$ cat src/sv/spx_pkg.sv
// Package: widths, constants, register indexes and pipeline types for the pixel mapper.
`default_nettype none
package spx_pkg;

  localparam int COORD_W = 32;
  localparam int DIFF_W  = COORD_W + 1;
  localparam int QUO_W   = 7;
  localparam int REM_W   = COORD_W + QUO_W;
  localparam int PIX_W   = 8;
  localparam int CELLS   = QUO_W;

  localparam logic [PIX_W-1:0] SCREEN_SPAN = PIX_W'(127);
  localparam logic [PIX_W-1:0] SCREEN_TOP  = PIX_W'(32);

  localparam int CFG_IDX_W = 2;

  typedef enum logic [CFG_IDX_W-1:0] {
    REG_X_MIN = 2'd0,
    REG_X_MAX = 2'd1,
    REG_Y_MIN = 2'd2,
    REG_Y_MAX = 2'd3
  } spx_reg_idx_t;

  // One divider lane: partial remainder, divisor pre-shifted by QUO_W-1, quotient so far.
  typedef struct packed {
    logic [REM_W-1:0] rem;
    logic [REM_W-1:0] dvs;
    logic [QUO_W-1:0] quo;
  } spx_lane_t;

  // What travels from cell to cell.
  typedef struct packed {
    logic      valid;
    logic      ok;
    logic      last;
    spx_lane_t lx;
    spx_lane_t ly;
  } spx_cell_t;

  // Window registers as seen by the front end.
  typedef struct packed {
    logic signed [COORD_W-1:0] x_min;
    logic signed [COORD_W-1:0] x_max;
    logic signed [COORD_W-1:0] y_min;
    logic signed [COORD_W-1:0] y_max;
  } spx_window_t;

endpackage : spx_pkg
`default_nettype wire

$ cat src/sv/spx_front.sv
// Front end: window differences, range checks and scaled numerators (two stages).
`default_nettype none
module spx_front
  import spx_pkg::*;
(
  input  wire logic                      clk,
  input  wire logic                      rst_n,
  input  wire logic                      adv,
  input  wire logic                      in_valid,
  input  wire logic signed [COORD_W-1:0] in_x,
  input  wire logic signed [COORD_W-1:0] in_y,
  input  wire logic                      in_last,
  input  wire spx_window_t               win,
  output spx_cell_t                      cell_out
);

  // stage A: signed differences
  logic                     a_valid_r;
  logic                     a_last_r;
  logic signed [DIFF_W-1:0] a_dx_r, a_dy_r, a_xr_r, a_yr_r;

  // stage B
  spx_cell_t b_r, b_nxt;
  logic      ok;

  always_ff @(posedge clk) begin
    if (!rst_n) begin
      a_valid_r <= 1'b0;
    end else if (adv) begin
      a_valid_r <= in_valid;
    end
    if (adv) begin
      a_last_r <= in_last;
      a_dx_r   <= DIFF_W'(in_x) - DIFF_W'(win.x_min);
      a_dy_r   <= DIFF_W'(win.y_max) - DIFF_W'(in_y);
      a_xr_r   <= DIFF_W'(win.x_max) - DIFF_W'(win.x_min);
      a_yr_r   <= DIFF_W'(win.y_max) - DIFF_W'(win.y_min);
    end
  end

  // x >= xmin, x <= xmax, y <= ymax, y >= ymin, and both ranges positive
  assign ok = (a_dx_r >= 0) && (a_dx_r <= a_xr_r) && (a_dy_r >= 0) && (a_dy_r <= a_yr_r)
              && (a_xr_r > 0) && (a_yr_r > 0);

  always_comb begin
    b_nxt        = '0;
    b_nxt.valid  = a_valid_r;
    b_nxt.ok     = ok;
    b_nxt.last   = a_last_r;
    b_nxt.lx.rem = REM_W'(a_dx_r[COORD_W-1:0]) * REM_W'(SCREEN_SPAN);
    b_nxt.ly.rem = REM_W'(a_dy_r[COORD_W-1:0]) * REM_W'(SCREEN_SPAN);
    b_nxt.lx.dvs = REM_W'({a_xr_r[COORD_W-1:0], (QUO_W-1)'(0)});
    b_nxt.ly.dvs = REM_W'({a_yr_r[COORD_W-1:0], (QUO_W-1)'(0)});
    b_nxt.lx.quo = '0;
    b_nxt.ly.quo = '0;
  end

  always_ff @(posedge clk) begin
    if (!rst_n) begin
      b_r.valid <= 1'b0;
    end else if (adv) begin
      b_r.valid <= b_nxt.valid;
    end
    if (adv) begin
      b_r.ok   <= b_nxt.ok;
      b_r.last <= b_nxt.last;
      b_r.lx   <= b_nxt.lx;
      b_r.ly   <= b_nxt.ly;
    end
  end

  assign cell_out = b_r;

endmodule : spx_front
`default_nettype wire

$ cat config.mk
export PLATFORM = sky130hd
export DESIGN_NAME = spx_front
export DESIGN_NICKNAME = d
export VERILOG_FILES = /design/src/sv/spx_pkg.sv /design/src/sv/spx_front.sv
export SDC_FILE = /design/constraint.sdc
export NUM_CORES = 1
export LEC_CHECK = 0
export BUFFER_PORTS_ARGS = -buffer_cell sky130_fd_sc_hd__buf_2
export CORE_ASPECT_RATIO = 1.5
export CORE_UTILIZATION = 65
export DETAILED_ROUTE_END_ITERATION = 6
export MAX_ROUTING_LAYER = met4
export PLACE_DENSITY = 0.88
export REMOVE_ABC_BUFFERS = 1
export SYNTH_ARGS = -nofsm -noshare
export SYNTH_HDL_FRONTEND = slang
export SYNTH_SLANG_ARGS = --single-unit
export TNS_END_PERCENT = 30
$ cat constraint.sdc
create_clock -name clk -period 12.63 [get_ports clk]
set_input_delay 1.263 -clock clk [delete_from_list [all_inputs] [get_ports clk]]
set_output_delay 1.263 -clock clk [all_outputs]
set_load 0.02 [all_outputs]
# [Word-level counts from Yosys, hierarchy flattened]
# Cells that the tools add are included.
# Widths: inputs -> output; s select.
[totals] regBits=279 inputBits=197 output_inout_bits=173 elab_cells=30
[classes] n_addsub=4 n_mul=2 order_cmp=6 reduce_logical=5
[ops] op="$sub 32x32->33" n=4
[ops] op="$mul 32x7->39 const B" n=2
[ops] op="$ge 33x1->1 const B" n=2
[ops] op="$gt 33x1->1 const B" n=2
[ops] op="$le 33x33->1" n=2
[ops] op="$logic_and 1x1->1" n=5

# [Logic depth before layout (Yosys ltp)]
[depth] ltp_word=6 ltp_mapped=19 mapped_depth_nobuf=18

# [Least setup slack after synthesis]
# No wires, ideal clock.
[synth_path] path_kind="flip-flop to flip-flop" from="reg a_dx_r[5]" to="reg b_r, in the netlist cell_out[169], data pin" setup_ns=0.263 arrival_ns=4.661 required_ns=12.367 setup_slack_ns=7.707 path_stages_with_launch=18 synth_period_minus_slack_ns=4.923 path_cell_list="edfxtp_1 inv_1 fa_1 fa_1 fa_1 inv_1 fa_1 ha_1 and3_1 clkbuf_1 and3_1 and3_1 a221oi_4 o31ai_1 a41o_1 a31oi_1 nand4b_1 nand3_1"
[synth_rtl] element="start, declared" line_no="spx_front.sv:20" text="logic signed [DIFF_W-1:0] a_dx_r, a_dy_r, a_xr_r, a_yr_r;"
[synth_rtl] element="start signal, assigned" line_no="spx_front.sv:34" text="a_dx_r <= DIFF_W'(in_x) - DIFF_W'(win.x_min);"
[synth_rtl] element="end, declared" line_no="spx_front.sv:23" text="spx_cell_t b_r, b_nxt;"

==> metrics.yaml <==
logic_synthesis:
  syn_area_per_cell_um2: 10.31
  synthCells: 2627
  synth_top_cell_area_share_pct: 30.72
  synth_ff_type: "edfxtp_1"
  synth_edf_count: 277
  async_flop_share_pct: 0
  yosysUniqueCellTypes: 79
  yosysWarnings: 0
  ys_top_cells_by_area: "edfxtp_1 31%, fa_1 18%, ha_1 14%"
  netlist_area_mm2: 0.02708
  ys_seq_area_share_pct: 30.87
  synth_area_leader_cell: "edfxtp_1"
  ys_ff_latch: 279
routing:
  vias: 20620
  ant_nets: 0
  routed_wl_mm: 70.09
  dr.pass1.iters: 7
  drc: 1
  vias_per_cell: 5.783
  routedWlPerCell_um: 19.65
  first_iter_violations: 1275
grt:
  grt_pass1_vias: 21920
  grt_remaining_overflow: 0
  grtUsageTotal_pct: 34.42
  grt_max_degree: 92
  antenna_found_initial: 2
  grt_pass1_wl_mm: 109.1
placed_design:
  port_buffers: 341
  place.gp.congestion: 1.024
  hpwl_mm: 59.04
status:
  status: "finished, violations left"
  violations: "DRC"
die:
  ios: 370
  dieWidth_um: 168.7
  start_util_pct: 65.88
  core_mm2: 0.04110
  die_h_um: 252.0
  num_rows: 91
  die-area_mm2: 0.04250
clock_tree:
  insertion_delay_ns: 0.58
  hold_buffers: 0
  cts.clk_slew.worst_paths_ns: 0.07
  cts_setup_buffers: 0
  cts_max_level: 1
  cts_root_buf: "clkbuf_16"
  cts_made_buffers: 28
  cts_resized: 0
  clockBufferDepth: 3
  cts.sinks: 279
  tritoncts: "built"
timing:
  slew_viol_final: 0
  setup_violations: 0
  min_period_over_period_pct: 43.85
  holdWs_ns: 0.4303
  fmax_mhz: 180.5
  fin_tns_setup_ns: 0
  max_slew_margin_pct: 37.94
  timing.final.crit_period_ns: 5.539
  hold_viol_final: 0
  tightestPinTransition_ns: 0.9224
  rsz0062_at_grt: "no"
  skew_ns: 0.01230
setup_path:
  worst_ep_required_time_ns: 12.94
  startpoint: "a_dy_r[10]$_DFFE_PP_"
  cp_max_fo: 6
  reg2reg_from: "a_dy_r[10]$_DFFE_PP_"
  crit_arrival_ns: 5.85
  max_stage_delay_ns: 0.60
  path_buf_inv: 4
  reg2reg_slack_ns: 7.09
  crit_path_cell_trace: "inv_1 -> fa_1 -> inv_1 -> fa_1 -> inv_1 -> fa_1 -> fa_1 -> inv_1 -> ha_1 -> and3_1 -> and2b_1 -> nand2_1 -> a2111oi_0 -> a21oi_1 -> a31oi_2 -> a21boi_1 -> o41ai_2 -> xor2_1"
  cpLargestDelayFamily: "adder cells"
  endpoint_kind: "register"
  startpoint_type: "register"
  cpMaxStageDelayCell: "fa_1"
  path_class: "reg2reg"
finish:
  fin_nets: 3732
  syn_to_final_growth_pct: 11.99
  mostFrequentLayoutCell: "inv_1"
  final_cell_mix: "554 x inv_1, 340 x buf_2, 312 x ha_1"
  nFillCells: 2831
  layout-drive-gt1-share_pct: 13.71
run:
  drv_cap: 0
hold_path:
  min_from: "a_last_r$_DFFE_PP_"
  hold_path.class: "reg2reg"
-- state kept, by name, summed over array words and instances, names as in the netlist --
name / count
cell_out: 145
a_dx_r: 33
a_dy_r: 33
a_xr_r: 33
a_yr_r: 33
a_last_r: 1
a_valid_r: 1
-- per-stage QoR --
step / std cells / cell area (µm²) / utilization (%) / setup WS, ns
after global placement: 3513 / 29350 / 71.40 / 7.181
after CTS: 3564 / 30320 / 73.77 / 7.112
final: 3566 / 30330 / 73.78 / 7.091
after global routing: 3566 / 30330 / 73.78 / 6.828
after floorplan: 2610 / 26900 / - / 7.732
after detailed placement: 3513 / 29350 / 71.40 / 7.111
-- cells in the mapped netlist (all sizes together), types with 5 or more instances --
cell type    n
edfxtp     277
or3          5
a21oi      176
a31oi       22
nor2b       27
o31a        11
a221o        7
o21a        39
clkbuf      10
nand2b      25
and3        27
buf         34
xnor2      116
a41o         5
a211oi      25
a21o       102
xor2        55
nor4        26
nand3       39
nand4       27
nor2       116
o211ai      17
nor3        31
fa         238
and2         6
o21bai      31
o21ai      103
a31o         5
o31ai       12
inv        554
a21boi       5
ha         312
a221oi       9
nor3b        6
nand2       71
-- worst register-to-register path: stages (launching register included) --
cell       delay [ns]
edfxtp_1         0.44
inv_1            0.14
fa_1             0.60
inv_1            0.09
fa_1             0.50
inv_1            0.05
fa_1             0.47
fa_1             0.49
inv_1            0.04
ha_1             0.40
and3_1           0.28
and2b_1          0.21
nand2_1          0.07
a2111oi_0        0.37
a21oi_1          0.15
a31oi_2          0.32
a21boi_1         0.22
o41ai_2          0.34
xor2_1           0.11
-- cell type report --
cell class                      instances  area (µm²)  area share (%)
Inverter                              554        2079           6.857
Timing Repair Buffer                  345        1747           5.760
Clock buffer                           33       740.7           2.443
Tap cell                              558       698.2           2.302
Sequential cell                       279        8358           27.56
Multi-Input combinational cell       1777       16460           54.29
Antenna cell                            2       5.005         0.01650
Clock inverter                         18       234.0          0.7715
-- final timing paths --
kind,endpoint,cells after the start
setup / recovery,cell_out[83]$_DFFE_PP_,18
setup reg to reg,cell_out[83]$_DFFE_PP_,18
hold / removal,cell_out[170]$_DFFE_PP_,0
hold reg to reg,cell_out[170]$_DFFE_PP_,0
-- layer usage --
| layer | track usage, % | wire length [µm] | vias up |
|---|---|---|---|
| li1 | - | - | 9674 |
| met1 | 33.65 | 24130 | 9962 |
| met2 | 64.11 | 37590 | 746 |
| met3 | 3.827 | 3353 | 239 |
| met4 | 21.87 | 5015 | 0 |
| met5 | - | 0 | - |
-- cell families (layout without fill, tap and decap cells) --
logic type,Yosys count,count (layout),synth area share (%)
fa+ha+maj,550,550,32.01
buf+inv,598,950,8.710
other cells,1,30,0.01385
compound gates,602,602,14.82
flops,279,279,30.87
mux,5,5,0.1894
simple gates,421,421,7.855
xor+xnor,171,171,5.531
Power is not shown: default switching activity piles up to over one toggle a cycle in this logic, so the estimate is an artifact.
