<file path="src/sv/spx_pkg.sv">
// Package: widths, constants, register indexes and pipeline types for the pixel mapper.
`default_nettype none
package spx_pkg;

  localparam int COORD_W = 32;
  localparam int DIFF_W  = COORD_W + 1;
  localparam int QUO_W   = 7;
  localparam int REM_W   = COORD_W + QUO_W;
  localparam int PIX_W   = 8;
  localparam int CELLS   = QUO_W;

  localparam logic [PIX_W-1:0] SCREEN_SPAN = PIX_W'(127);
  localparam logic [PIX_W-1:0] SCREEN_TOP  = PIX_W'(32);

  localparam int CFG_IDX_W = 2;

  typedef enum logic [CFG_IDX_W-1:0] {
    REG_X_MIN = 2'd0,
    REG_X_MAX = 2'd1,
    REG_Y_MIN = 2'd2,
    REG_Y_MAX = 2'd3
  } spx_reg_idx_t;

  // One divider lane: partial remainder, divisor pre-shifted by QUO_W-1, quotient so far.
  typedef struct packed {
    logic [REM_W-1:0] rem;
    logic [REM_W-1:0] dvs;
    logic [QUO_W-1:0] quo;
  } spx_lane_t;

  // What travels from cell to cell.
  typedef struct packed {
    logic      valid;
    logic      ok;
    logic      last;
    spx_lane_t lx;
    spx_lane_t ly;
  } spx_cell_t;

  // Window registers as seen by the front end.
  typedef struct packed {
    logic signed [COORD_W-1:0] x_min;
    logic signed [COORD_W-1:0] x_max;
    logic signed [COORD_W-1:0] y_min;
    logic signed [COORD_W-1:0] y_max;
  } spx_window_t;

endpackage : spx_pkg
`default_nettype wire

</file>
<file path="src/sv/spx_pixel_if.sv">
// Interface: result pixel channel (valid/ready plus pixel payload).
`default_nettype none
interface spx_pixel_if
  import spx_pkg::*;
();
  logic             valid;
  logic             ready;
  logic [PIX_W-1:0] pixel_x;
  logic [PIX_W-1:0] pixel_y;
  logic             plotted;
  logic             last_of_run;
  logic             batch_end;

  modport source (output valid, output pixel_x, output pixel_y, output plotted,
                  output last_of_run, output batch_end, input ready);
  modport sink   (input valid, input pixel_x, input pixel_y, input plotted,
                  input last_of_run, input batch_end, output ready);
endinterface : spx_pixel_if
`default_nettype wire

</file>
<file path="src/sv/spx_emit.sv">
// Output stage: holds one mapped point and plays out its one or four pixel transactions.
`default_nettype none
module spx_emit
  import spx_pkg::*;
(
  input  wire logic      clk,
  input  wire logic      rst_n,
  input  wire spx_cell_t d_in,
  output logic           adv,
  spx_pixel_if.source    out_px
);

  logic             hold_v_r;
  logic             ok_r, last_r;
  logic [QUO_W-1:0] qx_r, qy_r;
  logic [1:0]       beat_r, beat_nxt;
  logic             fin;
  logic             take;

  assign fin  = !ok_r || (beat_r == 2'd3);
  assign adv  = !hold_v_r || (out_px.ready && fin);
  assign take = out_px.ready && hold_v_r;

  always_comb begin
    beat_nxt = beat_r;
    if (adv) begin
      beat_nxt = 2'd0;
    end else if (take) begin
      beat_nxt = beat_r + 2'd1;
    end
  end

  always_ff @(posedge clk) begin
    if (!rst_n) begin
      hold_v_r <= 1'b0;
      beat_r   <= 2'd0;
    end else begin
      beat_r <= beat_nxt;
      if (adv) begin
        hold_v_r <= d_in.valid;
      end
    end
    if (adv) begin
      ok_r   <= d_in.ok;
      last_r <= d_in.last;
      qx_r   <= d_in.lx.quo;
      qy_r   <= d_in.ly.quo;
    end
  end

  assign out_px.valid       = hold_v_r;
  assign out_px.plotted     = ok_r;
  assign out_px.batch_end   = last_r;
  assign out_px.last_of_run = fin;
  assign out_px.pixel_x     = ok_r ? (PIX_W'(qx_r) + PIX_W'(beat_r[0])) : '0;
  assign out_px.pixel_y     = ok_r ? (SCREEN_TOP + PIX_W'(qy_r) + PIX_W'(beat_r[1])) : '0;

endmodule : spx_emit
`default_nettype wire

</file>
<file path="src/flat_wrapper.sv">
// flat-port wrapper written by rule: the top's interface ports become plain ports
module spx_emit_flat import spx_pkg::*;
  (clk, rst_n, d_in, adv, out_px_valid, out_px_pixel_x, out_px_pixel_y, out_px_plotted, out_px_last_of_run, out_px_batch_end, out_px_ready);
  spx_pixel_if out_px_i ();
  input  wire logic clk;
  input  wire logic rst_n;
  input  wire spx_cell_t d_in;
  output logic adv;
  output wire logic [$bits(out_px_i.valid)-1:0] out_px_valid;
  output wire logic [$bits(out_px_i.pixel_x)-1:0] out_px_pixel_x;
  output wire logic [$bits(out_px_i.pixel_y)-1:0] out_px_pixel_y;
  output wire logic [$bits(out_px_i.plotted)-1:0] out_px_plotted;
  output wire logic [$bits(out_px_i.last_of_run)-1:0] out_px_last_of_run;
  output wire logic [$bits(out_px_i.batch_end)-1:0] out_px_batch_end;
  input wire logic [$bits(out_px_i.ready)-1:0] out_px_ready;
  assign out_px_valid = out_px_i.valid;
  assign out_px_pixel_x = out_px_i.pixel_x;
  assign out_px_pixel_y = out_px_i.pixel_y;
  assign out_px_plotted = out_px_i.plotted;
  assign out_px_last_of_run = out_px_i.last_of_run;
  assign out_px_batch_end = out_px_i.batch_end;
  assign out_px_i.ready = out_px_ready;
  spx_emit u_core (.clk(clk), .rst_n(rst_n), .d_in(d_in), .adv(adv), .out_px(out_px_i));
endmodule
</file>
<file path="config.mk">
export PLATFORM = sky130hd
export DESIGN_NAME = spx_emit_flat
export DESIGN_NICKNAME = d
export VERILOG_FILES = /design/src/sv/spx_pkg.sv /design/src/sv/spx_pixel_if.sv /design/src/sv/spx_emit.sv /design/src/flat_wrapper.sv
export SDC_FILE = /design/constraint.sdc
export NUM_CORES = 1
export LEC_CHECK = 0
export BUFFER_PORTS_ARGS = -buffer_cell sky130_fd_sc_hd__buf_2
export CORE_AREA = 2 2 76 78
export CTS_CLUSTER_DIAMETER = 50
export DETAILED_ROUTE_END_ITERATION = 12
export DIE_AREA = 0 0 78 80
export MAX_ROUTING_LAYER = met4
export PLACE_DENSITY_LB_ADDON = 0.12
export SYNTH_ARGS = -nofsm -noshare
export SYNTH_HDL_FRONTEND = slang
export SYNTH_SLANG_ARGS = --single-unit
</file>
<file path="constraint.sdc">
create_clock -name clk -period 2.6 [get_ports clk]
set_clock_uncertainty 0.15 [all_clocks]
set_input_delay 0.13 -clock clk [delete_from_list [all_inputs] [get_ports clk]]
set_output_delay 0.13 -clock clk [all_outputs]
set_load 0.02 [all_outputs]
</file>
Word level (Yosys, flattened, before mapping):

Index checks and enable logic that the tools add are counted.

* flip-flop bits (word level): 19
* word-level logic and storage cells: 21

* add/sub/neg operators: 4
* equality and inequality tests: 1
* multiplexer cells: 2
* bitwise gates (word level): 1
* reduce and logical (&&, ||, !) cells: 7

Operator list (number)
* 8-bit 2-to-1 mux: 2
* 6-bit by 7-bit adder with 8-bit output, first input constant: 1
* 7-bit by 1-bit adder with 8-bit output: 1
* 8-bit by 1-bit adder with 8-bit output: 1
* 2-bit by 1-bit adder with 2-bit output, second input constant: 1
* 2-bit == test, second input constant: 1
* 1-bit logical AND: 2
* 1-bit zero test: 2
* 1-bit logical OR: 2
* 2-bit OR reduction: 1
* 1-bit inverter: 1

Longest topological paths before layout:

* word-level depth: 5
* mapped depth: 5
* mapped depth without buffers: 5

Worst setup path before layout:

Ideal clock, no wire load.

* kind: reg-to-reg
* start point: reg u_core.ok_r (netlist: u_core.out_px.plotted)
* end point: reg u_core.last_r (netlist: u_core.out_px.batch_end), enable pin
* arrival: 1.520 ns
* data required time: 2.073 ns
* setup slack: 0.554 ns
* stages on the path, launching flop included: 5
* path buffers: 0
* period minus slack after synthesis: 2.046 ns
* cells stage by stage: edfxtp_1 -> and2b_1 -> inv_1 -> a21boi_0 -> inv_1

* cells in the longest elaborated chain, start to end: 4

Ends and longest elaborated chain
* from (decl): RTL line spx_emit.sv:14 `logic ok_r, last_r;`
* from (signal assigned): RTL line spx_emit.sv:44 `ok_r <= d_in.ok;`
* 1-bit zero test: RTL line spx_emit.sv:20 `assign fin = !ok_r || (beat_r == 2'd3);`
* 1-bit logical OR: RTL line spx_emit.sv:20
* net out_px_last_of_run: RTL line flat_wrapper.sv:13 `output wire logic [$bits(out_px_i.last_of_run)-1:0] out_px_last_of_run;`
* 1-bit logical AND: RTL line spx_emit.sv:21 `assign adv = !hold_v_r || (out_px.ready && fin);`
* 1-bit logical OR: RTL line spx_emit.sv:21
* net adv: RTL line flat_wrapper.sv:8 `output logic adv;`
* to (signal assigned): RTL line spx_emit.sv:45 `last_r <= d_in.last;`
* to (decl): RTL line spx_emit.sv:14

The timed path passes the listed nets, and every way through them passes these cells.
A chain may end at the register's enable or synchronous reset.

Worst setup path in the final report:

* start point: reg u_core.beat_r[0]
* end point: out out_px_pixel_x[6]

* cells in the longest elaborated chain, start to end: 2

Ends and longest elaborated chain
* from (decl): RTL line spx_emit.sv:16 `logic [1:0] beat_r, beat_nxt;`
* from (signal assigned): RTL line spx_emit.sv:38 `beat_r <= beat_nxt;`
* 7-bit by 1-bit adder with 8-bit output: RTL line spx_emit.sv:55 `assign out_px.pixel_x = ok_r ? (PIX_W'(qx_r) + PIX_W'(beat_r[0])) : '0;`
* 8-bit 2-to-1 mux: RTL line spx_emit.sv:55
* to (decl): RTL line flat_wrapper.sv:10 `output wire logic [$bits(out_px_i.pixel_x)-1:0] out_px_pixel_x;`

No other way between the ends.

==> results.toml <==
[run_status]
status = "complete, no violations"

[sta]
finalHoldViolCount = 0
relSlewSlack_pct = 79.2
fin_tns_setup_ns = 0
post-route-min-period_ns = 2.13
fin_ws_ns = 0.465
worst_pin_slew_ns = 0.309
finalCritPeriodShare_pct = 82.1
rsz0062_at_grt = "false"
drv_slew = 0
fmax_ghz = 0.468
setup-violations-final = 0

[worst_hold_path]
hp-class = "in -> reg"
hold_path.startpoint = "rst_n"
hold_end = "u_core.beat_r[0]"
whs_path_depth = 3

[routing]
route.detailed.drc = 0
ant_nets = 0
first_iter_violations = 22
dr.pass1.iters = 4
wl_um = 2330
num_vias = 791
post_drt_via_cell_ratio = 3.73
routedWlPerCell_um = 11.0

[die]
start_util_pct = 17.6
core-area_um2 = 5410
die_w_um = 78
die_area_um2 = 6240
num_rows = 27
io_pins = 197
fp.dieH_um = 80

[logic_synthesis]
synth_compound_area_share_pct = 6.59
syn_nets = 259
synth-xor-area-share_pct = 6.46
ys_seq_area_share_pct = 56.9
syn_inst = 77
ys_seq_elements = 19
synth-simple-area-share_pct = 19.1
ys_warn_count = 0
synth_top_family_by_area = "simple AND/OR/NAND/NOR gates"
synthMuxAreaShare_pct = 1.05
syn_area_um2 = 950
syn_avg_cell_area_um2 = 12.3
yosys.area_share.adder_pct = 7.91
synth.distinct_cells = 26

[power_and_ir_drop]
powerDensity_nw_per_um2 = 490
p_leak_nw = 0.654
peakVddDrop_v = 0.000224
power.total_mw = 0.723

[place]
hpwl_um = 1810
dp_worst_setup_slack_ns = 0.661
numPortBuffers = 40
place.gp.congestion = 0.705
dp_cells = 190

[cts]
clk_latency_ns = 0.25
clk_path_buf_depth = 2
path_clk_slew_ns = 0.07
cts_tree = "done"
cts-hold-fix-buffers = 18
htreeDepth = 1
cts_buffers = 3
cts.repair.resized = 0
postCtsSetupBuffers = 0
cts_sinks = 19
cts-root-buf = "clkbuf_8"

[setup_path]
r2r_end = "u_core.out_px.valid"
r2r_cells = 6
crit_required_ns = 2.32
crit_type = "reg -> out"
endpoint_kind = "output pin"
crit_arrival_ns = 1.85
crit_fanout = 4
r2r_setup_slack_ns = 0.66
cp-start-kind = "flip-flop"
worstReg2RegStart = "u_core.beat_r[1]"

[global_route]
gr-total-overflow = 0
grt_pass1_vias = 844
grt_pass1_wl_um = 3730
grt_max_degree = 18
antenna_found_initial = 0
gr-usage-all-layers_pct = 8.03

[cells_and_area]
fin_nets = 323
utilization_pct = 27.3
final_cell_mix = "buf_2, dlygate4sd3_1, edfxtp_1"
n_antenna_cell = 0
drive_gt1_share_pct = 34.3
fin_cells = 212
final_common_cell = "buf_2"
area.growth.synth_to_final_pct = 55.6

[run]
drv_cap = 0
[report_power, final]
part           total [mW]  switching, mW  leakage, nW  internal (mW)
clock network       0.209          0.102       0.0255          0.107
registers           0.371         0.0154        0.188          0.355
logic               0.144         0.0755        0.440         0.0683
total               0.723          0.193        0.654          0.530
[registers in the layout, indices dropped and copies added (netlist names)]
signal                   cells
u_core.beat_r                2
u_core.out_px.batch_end      1
u_core.out_px.plotted        1
u_core.out_px.valid          1
u_core.qx_r                  7
u_core.qy_r                  7
[cells in the mapped netlist (all sizes together)]
cell	n	area, um2
xnor2	4	35.0
and2	11	68.8
a41oi	1	8.76
clkbuf	1	3.75
a31o	1	8.76
o21a	1	7.51
nand2b	3	18.8
mux2i	1	10.0
nand2	3	11.3
or3	2	12.5
xor2	3	26.3
and2b	1	7.51
a21oi	2	10.0
a21boi	3	22.5
edfxtp	16	480
nand3b	1	7.51
ha	6	75.1
o21ai	1	5.00
nand4	1	6.26
dfxtp	3	60.1
nor4	1	6.26
nand3	5	30.0
and3	2	12.5
inv	4	15.0
[layer usage]
metal	vias to the layer above	global-route usage, %	share of wire (%)
met2	25	13.0	45
li1	402	-	-
met4	0	3.16	0.81
met3	2	1.36	4.2
met5	-	-	0
met1	362	10.0	50
[layout make-up]
class | count | area [um2]
Tap cell | 72 | 90.1
Fill cell | 607 | 3930
Timing Repair Buffer | 60 | 395
Sequential cell | 19 | 541
Clock buffer | 3 | 41.3
Clock inverter | 1 | 5.00
Inverter | 4 | 15.0
Multi-Input combinational cell | 53 | 390
[cell families after synthesis]
group,after synthesis
compound gates,9
flops,19
xor+xnor,7
buf+inv,5
mux,1
simple gates,30
fa+ha+maj,6
[metrics by stage]
step	hold slack (ns)	instance area, um2
final	0.0273	1480
after global routing	0.0215	1480
after CTS	0.0171	1480
after detailed placement	0.159	1250
after global placement	0.158	1250
after floorplan	0.0789	950
[worst max-delay path by stage]
| stage | start | endpoint | slack (ns) |
|---|---|---|---|
| global route | u_core.beat_r[0] | out_px_pixel_x[6] | 0.35 |
| CTS | u_core.beat_r[0] | out_px_pixel_x[6] | 0.44 |
| floorplan | u_core.out_px.plotted | u_core.out_px.batch_end | 0.55 |
| global placement | u_core.beat_r[1] | u_core.out_px.batch_end | 0.66 |
| finish | u_core.beat_r[0] | out_px_pixel_x[6] | 0.47 |
| detailed placement | u_core.beat_r[1] | u_core.out_px.batch_end | 0.66 |
[critical path, cell delays in order (launching register included)]
cell and delay (ns):
dfxtp_1 0.38, ha_1 0.23, ha_1 0.23, inv_1 0.05
or3_1 0.38, mux2i_1 0.14, buf_2 0.18
No activity file was read; power rests on OpenSTA's default activity.
